**config.mk**
```make
export PLATFORM = sky130hd
export DESIGN_NAME = bscs_sqrt_cell
export DESIGN_NICKNAME = d
export VERILOG_FILES = /design/src/rtl/bscs_pkg.sv /design/src/rtl/bscs_sqrt_cell.sv
export SDC_FILE = /design/constraint.sdc
export NUM_CORES = 1
export LEC_CHECK = 0
export BUFFER_PORTS_ARGS = -buffer_cell sky130_fd_sc_hd__buf_4
export CAP_MARGIN = 20
export CORE_MARGIN = 5
export CORE_UTILIZATION = 48
export DETAILED_ROUTE_END_ITERATION = 8
export GPL_TIMING_DRIVEN = 0
export PLACE_DENSITY_LB_ADDON = 0.12
export SETUP_SLACK_MARGIN = 0.4
export SLEW_MARGIN = 20
export SYNTH_ARGS = -nofsm -noshare
export SYNTH_HDL_FRONTEND = slang
export SYNTH_SLANG_ARGS = --single-unit
export TNS_END_PERCENT = 5
```
**constraint.sdc**
```tcl
create_clock -name clk -period 3.16 [get_ports clk]
set_input_delay 0.632 -clock clk [delete_from_list [all_inputs] [get_ports clk]]
set_output_delay 0.632 -clock clk [all_outputs]
set_load 0.02 [all_outputs]
```
**src/rtl/bscs_pkg.sv**
```systemverilog
package bscs_pkg;

  // default data format
  localparam int FRAC_BITS_DEF   = 8;
  localparam int COORD_WIDTH_DEF = 24;

  // register widths
  localparam int SCREEN_W = 13;
  localparam int MARGIN_W = 12;
  localparam int LIMIT_W  = 20;
  localparam int TURN_W   = 16;
  localparam int DT_W     = 16;
  localparam int CFG_IDX_W  = 3;
  localparam int CFG_DATA_W = 20;

  // register reset values
  localparam logic [SCREEN_W-1:0] SCREEN_W_RST = 13'd800;
  localparam logic [SCREEN_W-1:0] SCREEN_H_RST = 13'd800;
  localparam logic [MARGIN_W-1:0] MARGIN_RST   = 12'd100;
  localparam logic [LIMIT_W-1:0]  MIN_SPD_RST  = 20'd25600;
  localparam logic [LIMIT_W-1:0]  MAX_SPD_RST  = 20'd76800;
  localparam logic [TURN_W-1:0]   TURN_RST     = 16'd2560;

  typedef enum logic [CFG_IDX_W-1:0] {
    CFG_SCREEN_WIDTH  = 3'd0,
    CFG_SCREEN_HEIGHT = 3'd1,
    CFG_EDGE_MARGIN   = 3'd2,
    CFG_MIN_SPEED     = 3'd3,
    CFG_MAX_SPEED     = 3'd4,
    CFG_TURN_AMOUNT   = 3'd5
  } cfg_idx_t;

  typedef enum logic [1:0] {
    CLAMP_NONE  = 2'd0,
    CLAMP_RAISE = 2'd1,
    CLAMP_LOWER = 2'd2
  } clamp_t;

endpackage

```
**src/rtl/bscs_sqrt_cell.sv**
```systemverilog
// One digit of the square root: takes two radicand bits, yields one root bit.
module bscs_sqrt_cell #(
  parameter int W  = bscs_pkg::COORD_WIDTH_DEF,
  parameter int PW = 8
) (
  input  logic            clk,
  input  logic            rst_n,
  input  logic            en,
  input  logic            vld_i,
  input  logic [2*W-1:0]  s_i,
  input  logic [W+2:0]    rem_i,
  input  logic [W-1:0]    root_i,
  input  logic [PW-1:0]   pass_i,
  output logic            vld_o,
  output logic [2*W-1:0]  s_o,
  output logic [W+2:0]    rem_o,
  output logic [W-1:0]    root_o,
  output logic [PW-1:0]   pass_o
);

  logic [W+2:0] rem_sh;
  logic [W+2:0] trial;
  logic         ge;
  logic [W+2:0] rem_nxt;

  // bring in the next bit pair and try the subtraction
  always_comb begin
    rem_sh  = {rem_i[W:0], s_i[2*W-1:2*W-2]};
    trial   = (W+3)'({root_i, 2'b01});
    ge      = (rem_sh >= trial);
    rem_nxt = ge ? (rem_sh - trial) : rem_sh;
  end

  always_ff @(posedge clk) begin
    if (!rst_n) begin
      vld_o <= 1'b0;
    end else if (en) begin
      vld_o <= vld_i;
    end
  end

  // advance the digit state
  always_ff @(posedge clk) begin
    if (en) begin
      s_o    <= {s_i[2*W-3:0], 2'b00};
      rem_o  <= rem_nxt;
      root_o <= {root_i[W-2:0], ge};
      pass_o <= pass_i;
    end
  end

endmodule

```
==> impl_metrics.csv <==
group,metric,value,unit
placement,numPortBuffers,214,
placement,placed_area,6920,µm²
timing,hold_slack,0.429,ns
global_routing,grt-ovfl-total,0,
worst_setup_path,crit_chain,"buf_6 -> ha_4 -> buf_6 -> nand4_1 -> nor2_2 -> nand3_1 -> o31a_1 -> a41oi_2 -> a31oi_4 -> buf_6 -> inv_4 -> mux2_4",
worst_setup_path,end_kind,"flop",
pwr,ir_drop,0.000300,V
synth,yosys_warnings,0,
clock_tree,cts_buffers,9,
synth,synth_area,5080,µm²
finish,layout-drive-gt1-share,0.468,
run_status,outcome,"finished clean",
routing,wl,13300,µm
pwr,power_density,491,nW/µm²
synth,synth_ff_type,"edfxtp_1",
timing,tns,0,ns
pwr,leakage,3.19,nW
synth,async_flop_share,0,
timing,fmax,361,MHz
pwr,internal_power,2.56,mW
routing,wl_per_cell,17.0,µm
timing,fin_crit,2.77,ns
finish,layout-area-overhead-vs-synth,45.5,%
synth,synthDistinctLibCells,58,
synth,postSynthCellCount,398,
routing,first_pass_iters,4,
synth,synth-seq-area-share,0.624,
worst_setup_path,worstRegToRegCells,2,
pwr,fin_total_pwr,3.63,mW
routing,first_iter_violations,206,
timing,fin_skew,0,ns
timing,slew_violations,0,
global_routing,antenna_found_initial,0,
routing,ant_nets,0,
routing,avgViaCountPerCell,5.06,
pwr,clockPowerShare,0.239,
floorplanning,die_w,113,µm
worst_setup_path,crit_path_top_delay_cell,"o31a_1",
worst_setup_path,crit_end,"rem_o[13]",
worst_setup_path,cp.depth,12,
worst_setup_path,r2r_end,"vld_o",
placement,gp_congestion,0.818,
routing,vias,3954,
timing,fin_ws,0.387,ns
timing,timing.final.crit_share,0.878,
global_routing,grt_pass1_wl,20300,µm
worst_setup_path,cp-start-kind,"input pin",
clock_tree,clock-sinks,106,
pwr,power_frac_seq,0.481,
hold_path,hp-class,"input pin to flop",
clock_tree,clk_pin_slew_worst_paths,0.11,ns
global_routing,track_usage,0.200,
placement,hpwlAfterDp,9930,µm
clock_tree,cts_tree,"done",
floorplanning,ios,219,
pwr,power.share.combinational,0.280,
placement,post-place-ws,-0.106,ns
timing,maxSlewHeadroom,0.357,
worst_setup_path,cp_common_cell,"buf_6",
routing,drc,0,
worst_setup_path,required,3.29,ns
timing,rsz0062_at_grt,"yes",
finish,design_area,7390,µm²
worst_setup_path,ff2ff_setup_slack,2.53,ns
clock_tree,clk_latency,0.36,ns
worst_setup_path,max_stage_delay,0.32,ns
run,cap_viol_max_count,0,
finish,diodes,0,
placement,place_inst,749,
pwr,switchingPower,1.07,mW
finish,most-common-layout-cells,"buf_4 (223), edfxtp_1 (105), nand2_1 (39)",
global_routing,grt_pass1_vias,3948,
finish,postLayoutCoreUtil,0.716,
clock_tree,root_buffer,"clkbuf_8",
floorplanning,rows,37,
timing,tightest_slew,0.965,ns
finish,fillers,742,
finish,final_common_cell,"buf_4",
floorplanning,dieArea,12700,µm²
worst_setup_path,critPathLaunch,"rem_i[12]",
synth,syn_area_per_cell,12.8,µm²
worst_setup_path,crit_fanout,7,
timing,setup_viol,0,
synth,synth_edf_count,105,
floorplanning,core_area,10300,µm²
timing,final-hold-violation-count,0,
worst_setup_path,crit_family,"compound AO/OA/AOI/OAI gates",
floorplanning,initial_core_util,0.492,
worst_setup_path,path_class,"input pin to flop",
finish,nNetsFinal,777,
finish,fin_cells,781,
synth,ys_ff_latch,106,
pwr,swShare,0.294,
worst_setup_path,arrival,2.90,ns
floorplanning,die_y,113,µm
worst_setup_path,crit_buf_inv,4,
worst_setup_path,crit-reg2reg-launch,"vld_o",
clock_tree,cts_buffer_depth,2,
clock_tree,h-tree-depth,3,
global_routing,grt_max_degree,107,
-- cell type report --
type                            instances  area, µm²  share of cell area
Clock inverter                          6       73.8             0.00998
Clock buffer                           10        128              0.0173
Buffer                                 16        148              0.0200
Timing Repair Buffer                  230       1770               0.239
Inverter                               31        126              0.0171
Sequential cell                       106       3170               0.429
Tap cell                              136        170              0.0230
Multi-Input combinational cell        246       1810               0.244
-- what timing repair did --
action,CTS,global route
cloned,0,1
hold buffers,0,0
setup buffers,0,15
pin swaps,0,13
resized for setup,1,37
endpoints found under the setup margin,12,25
-- synth_stat cells (6+ instances only) --
library cell / n / area share
xnor2_1: 11 / 0.019
nand2_1: 39 / 0.029
inv_1: 30 / 0.022
nor2_1: 17 / 0.013
o21ai_2: 9 / 0.016
xor2_1: 9 / 0.016
o21ai_1: 16 / 0.016
o21ai_0: 12 / 0.012
edfxtp_1: 105 / 0.62
nand3_1: 11 / 0.011
a21oi_1: 21 / 0.021
nand4_1: 7 / 0.0086
ha_1: 26 / 0.064
buf_2: 6 / 0.0059
a21o_1: 8 / 0.012
-- per-layer routing --
layer  share of wire  wire length (µm)  global-route usage
met5               0                 0                   0
met4           0.015               203              0.0537
met3           0.086              1140              0.0626
met2            0.51              6750               0.353
met1            0.39              5200               0.236
-- worst min-delay path by stage --
stage	from	endpoint	slack (ns)	cells after the start
after floorplan	vld_o	vld_o	0.59	2
after global placement	vld_o	vld_o	0.50	2
after detailed placement	vld_o	vld_o	0.55	2
after CTS	pass_i[4]	pass_o[4]	0.41	1
after global routing	s_i[4]	s_o[6]	0.40	1
final	pass_i[4]	pass_o[4]	0.43	1
-- state kept, by name (all words and copies together), names as in the netlist --
register,flops
s_o,46
root_o,24
vld_o,1
rem_o,27
pass_o,8
-- power by group through the flow --
| stage | Combinational [mW] | Clock [mW] | Sequential [mW] |
|---|---|---|---|
| floorplan | 0.355 | 0 | 1.96 |
| global placement | 0.943 | 0 | 1.78 |
| detailed placement | 0.959 | 0 | 1.78 |
| CTS | 0.963 | 0.890 | 1.75 |
| global route | 1.09 | 0.956 | 1.76 |
| finish | 1.02 | 0.868 | 1.75 |
-- kinds of logic (layout without fill, tap and decap cells) --
kind of cell    after synthesis  count (layout)  synth area share
flops                       106             106             0.624
compound gates               99              99             0.132
simple gates                 93              93            0.0859
buf+inv                      47             293            0.0443
fa+ha+maj                    26              26            0.0640
xor+xnor                     21              21            0.0377
mux                           5               5            0.0113
other cells                   1               2          0.000738
(Power assumes the default switching activity.)
