[config.mk]
export PLATFORM = sky130hd
export DESIGN_NAME = bscs_div_cell
export DESIGN_NICKNAME = d
export VERILOG_FILES = /design/src/rtl/bscs_pkg.sv /design/src/rtl/bscs_div_cell.sv
export SDC_FILE = /design/constraint.sdc
export NUM_CORES = 1
export LEC_CHECK = 0
export ABC_CLOCK_PERIOD_IN_PS = 3730
export BUFFER_PORTS_ARGS = -buffer_cell sky130_fd_sc_hd__buf_2
export CAP_MARGIN = 10
export CORE_ASPECT_RATIO = 0.7
export CORE_MARGIN = 2
export CORE_UTILIZATION = 30
export CTS_CLUSTER_SIZE = 16
export DETAILED_ROUTE_END_ITERATION = 10
export SYNTH_ARGS = -nofsm -noshare
export SYNTH_HDL_FRONTEND = slang
export SYNTH_SLANG_ARGS = --single-unit
[constraint.sdc]
create_clock -name clk -period 3.73 [get_ports clk]
set_clock_uncertainty 0.05 [all_clocks]
set_input_delay 0.1865 -clock clk [delete_from_list [all_inputs] [get_ports clk]]
set_output_delay 0.1865 -clock clk [all_outputs]
set_load 0.05 [all_outputs]
[src/rtl/bscs_pkg.sv]
package bscs_pkg;

  // default data format
  localparam int FRAC_BITS_DEF   = 8;
  localparam int COORD_WIDTH_DEF = 24;

  // register widths
  localparam int SCREEN_W = 13;
  localparam int MARGIN_W = 12;
  localparam int LIMIT_W  = 20;
  localparam int TURN_W   = 16;
  localparam int DT_W     = 16;
  localparam int CFG_IDX_W  = 3;
  localparam int CFG_DATA_W = 20;

  // register reset values
  localparam logic [SCREEN_W-1:0] SCREEN_W_RST = 13'd800;
  localparam logic [SCREEN_W-1:0] SCREEN_H_RST = 13'd800;
  localparam logic [MARGIN_W-1:0] MARGIN_RST   = 12'd100;
  localparam logic [LIMIT_W-1:0]  MIN_SPD_RST  = 20'd25600;
  localparam logic [LIMIT_W-1:0]  MAX_SPD_RST  = 20'd76800;
  localparam logic [TURN_W-1:0]   TURN_RST     = 16'd2560;

  typedef enum logic [CFG_IDX_W-1:0] {
    CFG_SCREEN_WIDTH  = 3'd0,
    CFG_SCREEN_HEIGHT = 3'd1,
    CFG_EDGE_MARGIN   = 3'd2,
    CFG_MIN_SPEED     = 3'd3,
    CFG_MAX_SPEED     = 3'd4,
    CFG_TURN_AMOUNT   = 3'd5
  } cfg_idx_t;

  typedef enum logic [1:0] {
    CLAMP_NONE  = 2'd0,
    CLAMP_RAISE = 2'd1,
    CLAMP_LOWER = 2'd2
  } clamp_t;

endpackage

[src/rtl/bscs_div_cell.sv]
// One quotient bit of a restoring division, for both axes against one divisor.
module bscs_div_cell #(
  parameter int W  = bscs_pkg::COORD_WIDTH_DEF,
  parameter int PW = 8
) (
  input  logic                                clk,
  input  logic                                rst_n,
  input  logic                                en,
  input  logic                                vld_i,
  input  logic [W:0]                          d_i,
  input  logic [1:0][W+1:0]                   rem_i,
  input  logic [1:0][bscs_pkg::LIMIT_W-1:0]   nlo_i,
  input  logic [1:0][bscs_pkg::LIMIT_W-1:0]   q_i,
  input  logic [PW-1:0]                       pass_i,
  output logic                                vld_o,
  output logic [W:0]                          d_o,
  output logic [1:0][W+1:0]                   rem_o,
  output logic [1:0][bscs_pkg::LIMIT_W-1:0]   nlo_o,
  output logic [1:0][bscs_pkg::LIMIT_W-1:0]   q_o,
  output logic [PW-1:0]                       pass_o
);

  localparam int LW = bscs_pkg::LIMIT_W;

  logic [1:0][W+1:0] rem_sh;
  logic [1:0]        ge;
  logic [1:0][W+1:0] rem_nxt;

  // shift in one numerator bit per lane and subtract where it fits
  always_comb begin
    for (int i = 0; i < 2; i++) begin
      rem_sh[i]  = {rem_i[i][W:0], nlo_i[i][LW-1]};
      ge[i]      = (rem_sh[i] >= {1'b0, d_i});
      rem_nxt[i] = ge[i] ? (rem_sh[i] - {1'b0, d_i}) : rem_sh[i];
    end
  end

  always_ff @(posedge clk) begin
    if (!rst_n) begin
      vld_o <= 1'b0;
    end else if (en) begin
      vld_o <= vld_i;
    end
  end

  always_ff @(posedge clk) begin
    if (en) begin
      d_o    <= d_i;
      pass_o <= pass_i;
      for (int i = 0; i < 2; i++) begin
        rem_o[i] <= rem_nxt[i];
        nlo_o[i] <= {nlo_i[i][LW-2:0], 1'b0};
        q_o[i]   <= {q_i[i][LW-2:0], ge[i]};
      end
    end
  end

endmodule

==> run metrics <==
placed inst area 0.0102 mm²; power per standard cell area around 480 mW/mm²; relative slew slack 0.507; share of layout cells above drive strength 1 0.343; R2R setup slack around 2.5 ns; Initial Utilization 0.305; first-pass GRT wire length 38,300 µm; mapped cell area around 0.0082 mm²; number of global-route vias before repair around 6.7k; FFs w/ async S/R, synth 0; CP peak stage delay roughly 0.57 ns; Synth area leader edfxtp_1; largest net degree at the start of global routing 90; GRT Total Usage 0.177; row cnt 50; Buf/Inv on CP 4; Fin Setup TNS 0 ns; total grt overflow 0; Worst path top cell family by delay buffers and inverters; DR vias between 6k and 7k; H-tree Lvls 4; EDFF count, synth 163; CP endpoint kind flop; Die Wd 201 µm; CTS Buf Count 17; max-cap violations 0; R2R Path End vld_o; CORE AREA roughly 0.027 mm²; RePlAce Congestion ~0.87; min Tclk post-route 3.34 ns; WL per Instance around 17 µm; Max Fclk ~0.3 GHz; crit path cell chain dlygate4sd3_1 > buf_2 > inv_1 > fa_1 > a21oi_2 > o211ai_1 > a31oi_2 > o31ai_2 > o21ai_1 > nor4b_4 > buf_4 > mux2_4; Power Total slightly below 6000 µW; share of Yosys cell area claimed by the top area cell type 0.599; Worst Min Path Start d_i[0]; Worst Path Arrival approximately 3.5 ns; area grow syn2layout 48.9%; Worst Hold End d_o[0]; Critical Path Fanout Max 32; worst skew pair latency 0.43 ns; DRC violations left 0; DRT Pass-1 Iters 6; Root Buffer clkbuf_16; status complete, no violations; sequential-to-total area share from yosys stat 0.601; CP max-delay cell dlygate4sd3_1; clock transition at the registers of the reported paths ~0.07 ns; Ys Warns 0; #FFs+latches synth roughly 160; Design Area, Final between 0.01 and 0.015 mm²; # setup viols final 0; Worst Hold Class input port to flop; Static Leakage roughly 0.0053 µW; Die ar. between 0.02 and 0.03 mm²; number of port buffers ~330; Max clock buf depth 2; worst hold stages 1; final slew viol count 0; TritonCTS Sinks about 160; overall die height around 140 µm; initial antenna violation count 3; Mapped Cells 640; # nets final 1,334; CP Launch Type input port; R2R Path Start vld_o; final period utilization 0.896; synth top area cells edfxtp_1 60%, ha_1 7.7%, o21ai_0 3.1%; Worst Reg-to-Reg Cells 3; Final Hold Vio Count 0; Routed WL 25,800 µm; initial drt markers 308; Syn Area/Cell 12.8 µm²; Routed Antenna Nets 0; number of top-level pins 335; dpl hpwl 19,200 µm; maximum vdd ir drop 320 µV; Critical Path RT ~3.9 ns; vias per inst between 4 and 5; RSZ-0062 raised after global routing no; CTS tree built; Yosys cell types 65; actual slew at the worst max-slew pin around 0.74 ns; Main synth FF type edfxtp_1; kind of critical path input port to flop
where the power goes:
group / total [µW] / internal, µW / switching [µW] / leakage, µW
clock: 1790 / 958 / 828 / 0.000289
combinational: 1730 / 531 / 1200 / 0.00337
sequential: 2310 / 2260 / 47.5 / 0.00160
worst reg2reg max path, delay by kind of cell, from the launching register on:
family	cells	cell delay, ns
mux	1	0.11
buf+inv	1	0.56
simple gates	1	0.06
flops	1	0.31
synthesized netlist by cell type, types with 2 or more instances:
master	n
a31oi_1	8
nand3_1	9
a21oi_2	3
a211oi_1	3
clkbuf_1	4
a21oi_1	35
o21a_1	7
o21ai_1	8
o31ai_1	5
o21ai_0	51
nand4_1	4
nand2b_1	2
inv_1	38
nand2_1	64
o41ai_1	2
a21boi_0	2
clkbuf_2	2
mux2_2	2
a211o_1	2
a211oi_2	3
o21bai_1	2
nor3_1	11
a221o_1	2
buf_6	7
nor2b_1	6
o2111ai_1	2
mux2i_1	2
mux2_4	3
a311oi_1	2
fa_1	2
xor2_1	21
a21o_1	20
o21ai_4	2
a21oi_4	2
nor2_1	30
edfxtp_1	163
o211ai_1	2
buf_4	2
and2_1	3
nor4b_1	2
and3_1	7
xnor2_1	21
ha_1	50
registers in the layout (all words and copies together) (netlist names):
name	count
rem_o	52
pass_o	8
vld_o	1
q_o	40
d_o	25
nlo_o	38
cell type report:
class / instances / area, µm²
clock buffers: 18 / 429
well taps: 364 / 455
multi-input cells: 423 / 3000
fillers: 2499 / 14600
repair buffers: 469 / 3070
flip-flops and latches: 164 / 4910
clock inverters: 14 / 161
diodes: 1 / 2.50
inverters: 38 / 143
cell usage in the layout, fill, tap and decap left out, drive strengths merged, types with 3 or more instances in the layout:
cell type	netlist	routed
clkinv	0	4
and3	7	7
buf	10	334
nor2	30	30
a211oi	6	6
mux2	6	6
a21o	20	20
nor4b	3	3
xor2	21	21
dlygate4sd3	0	135
nand2	64	64
a21oi	40	40
nand4	4	4
o21ai	61	61
a21boi	3	3
o21a	7	7
o31ai	6	6
xnor2	21	21
nor3	12	12
nand3	9	9
edfxtp	163	163
a31oi	9	9
ha	50	50
and2	3	3
clkbuf	6	18
nor2b	6	6
inv	38	46
metal layers:
metal  up-vias  global-route usage  part of all wire
met3        26              0.0462             0.060
met5         -                   0            0.0010
met4         4              0.0372             0.012
met2       224               0.305              0.50
met1      3211               0.225              0.43
li1       3350                   -                 -
metrics by stage:
step | hold slack, ns | util | setup slack, ns | instances
6_report | 0.00799 | 0.455 | 0.389 | 1491
5_1_grt | 0.000411 | 0.455 | 0.198 | 1490
4_1_cts | 0.000175 | 0.455 | 0.401 | 1490
3_5_place_dp | 0.315 | 0.382 | 0.469 | 1323
3_3_place_gp | 0.313 | 0.382 | 0.490 | 1323
2_1_floorplan | 0.235 | - | 1.03 | 641
kinds of logic after synthesis:
group | count (synthesis) | synth area share
DFF | 164 | 0.601
muxes | 8 | 0.0121
other | 1 | 0.000459
adders and majority gates | 52 | 0.0814
and+or+nand+nor | 145 | 0.0832
buffers and inverters | 54 | 0.0326
xor gates and xnor gates | 42 | 0.0450
AOI/OAI and AO/OA | 174 | 0.144
repair_timing:
item / in CTS / in global routing
endpoints found under the hold margin: 134 / 0
resized for setup: 0 / 0
hold buffers: 135 / 0
setup buffers: 0 / 0
worst max-delay path by stage:
stage | start | endpoint | slack (ns) | cells after the start
3_5_place_dp | d_i[0] | rem_o[10] | 0.47 | 12
4_1_cts | d_i[1] | rem_o[6] | 0.40 | 12
6_report | d_i[1] | rem_o[6] | 0.39 | 12
5_1_grt | d_i[1] | rem_o[6] | 0.20 | 12
2_1_floorplan | nlo_i[39] | rem_o[27] | 1.03 | 12
3_3_place_gp | d_i[0] | rem_o[27] | 0.49 | 11
(Power assumes the default switching activity.)
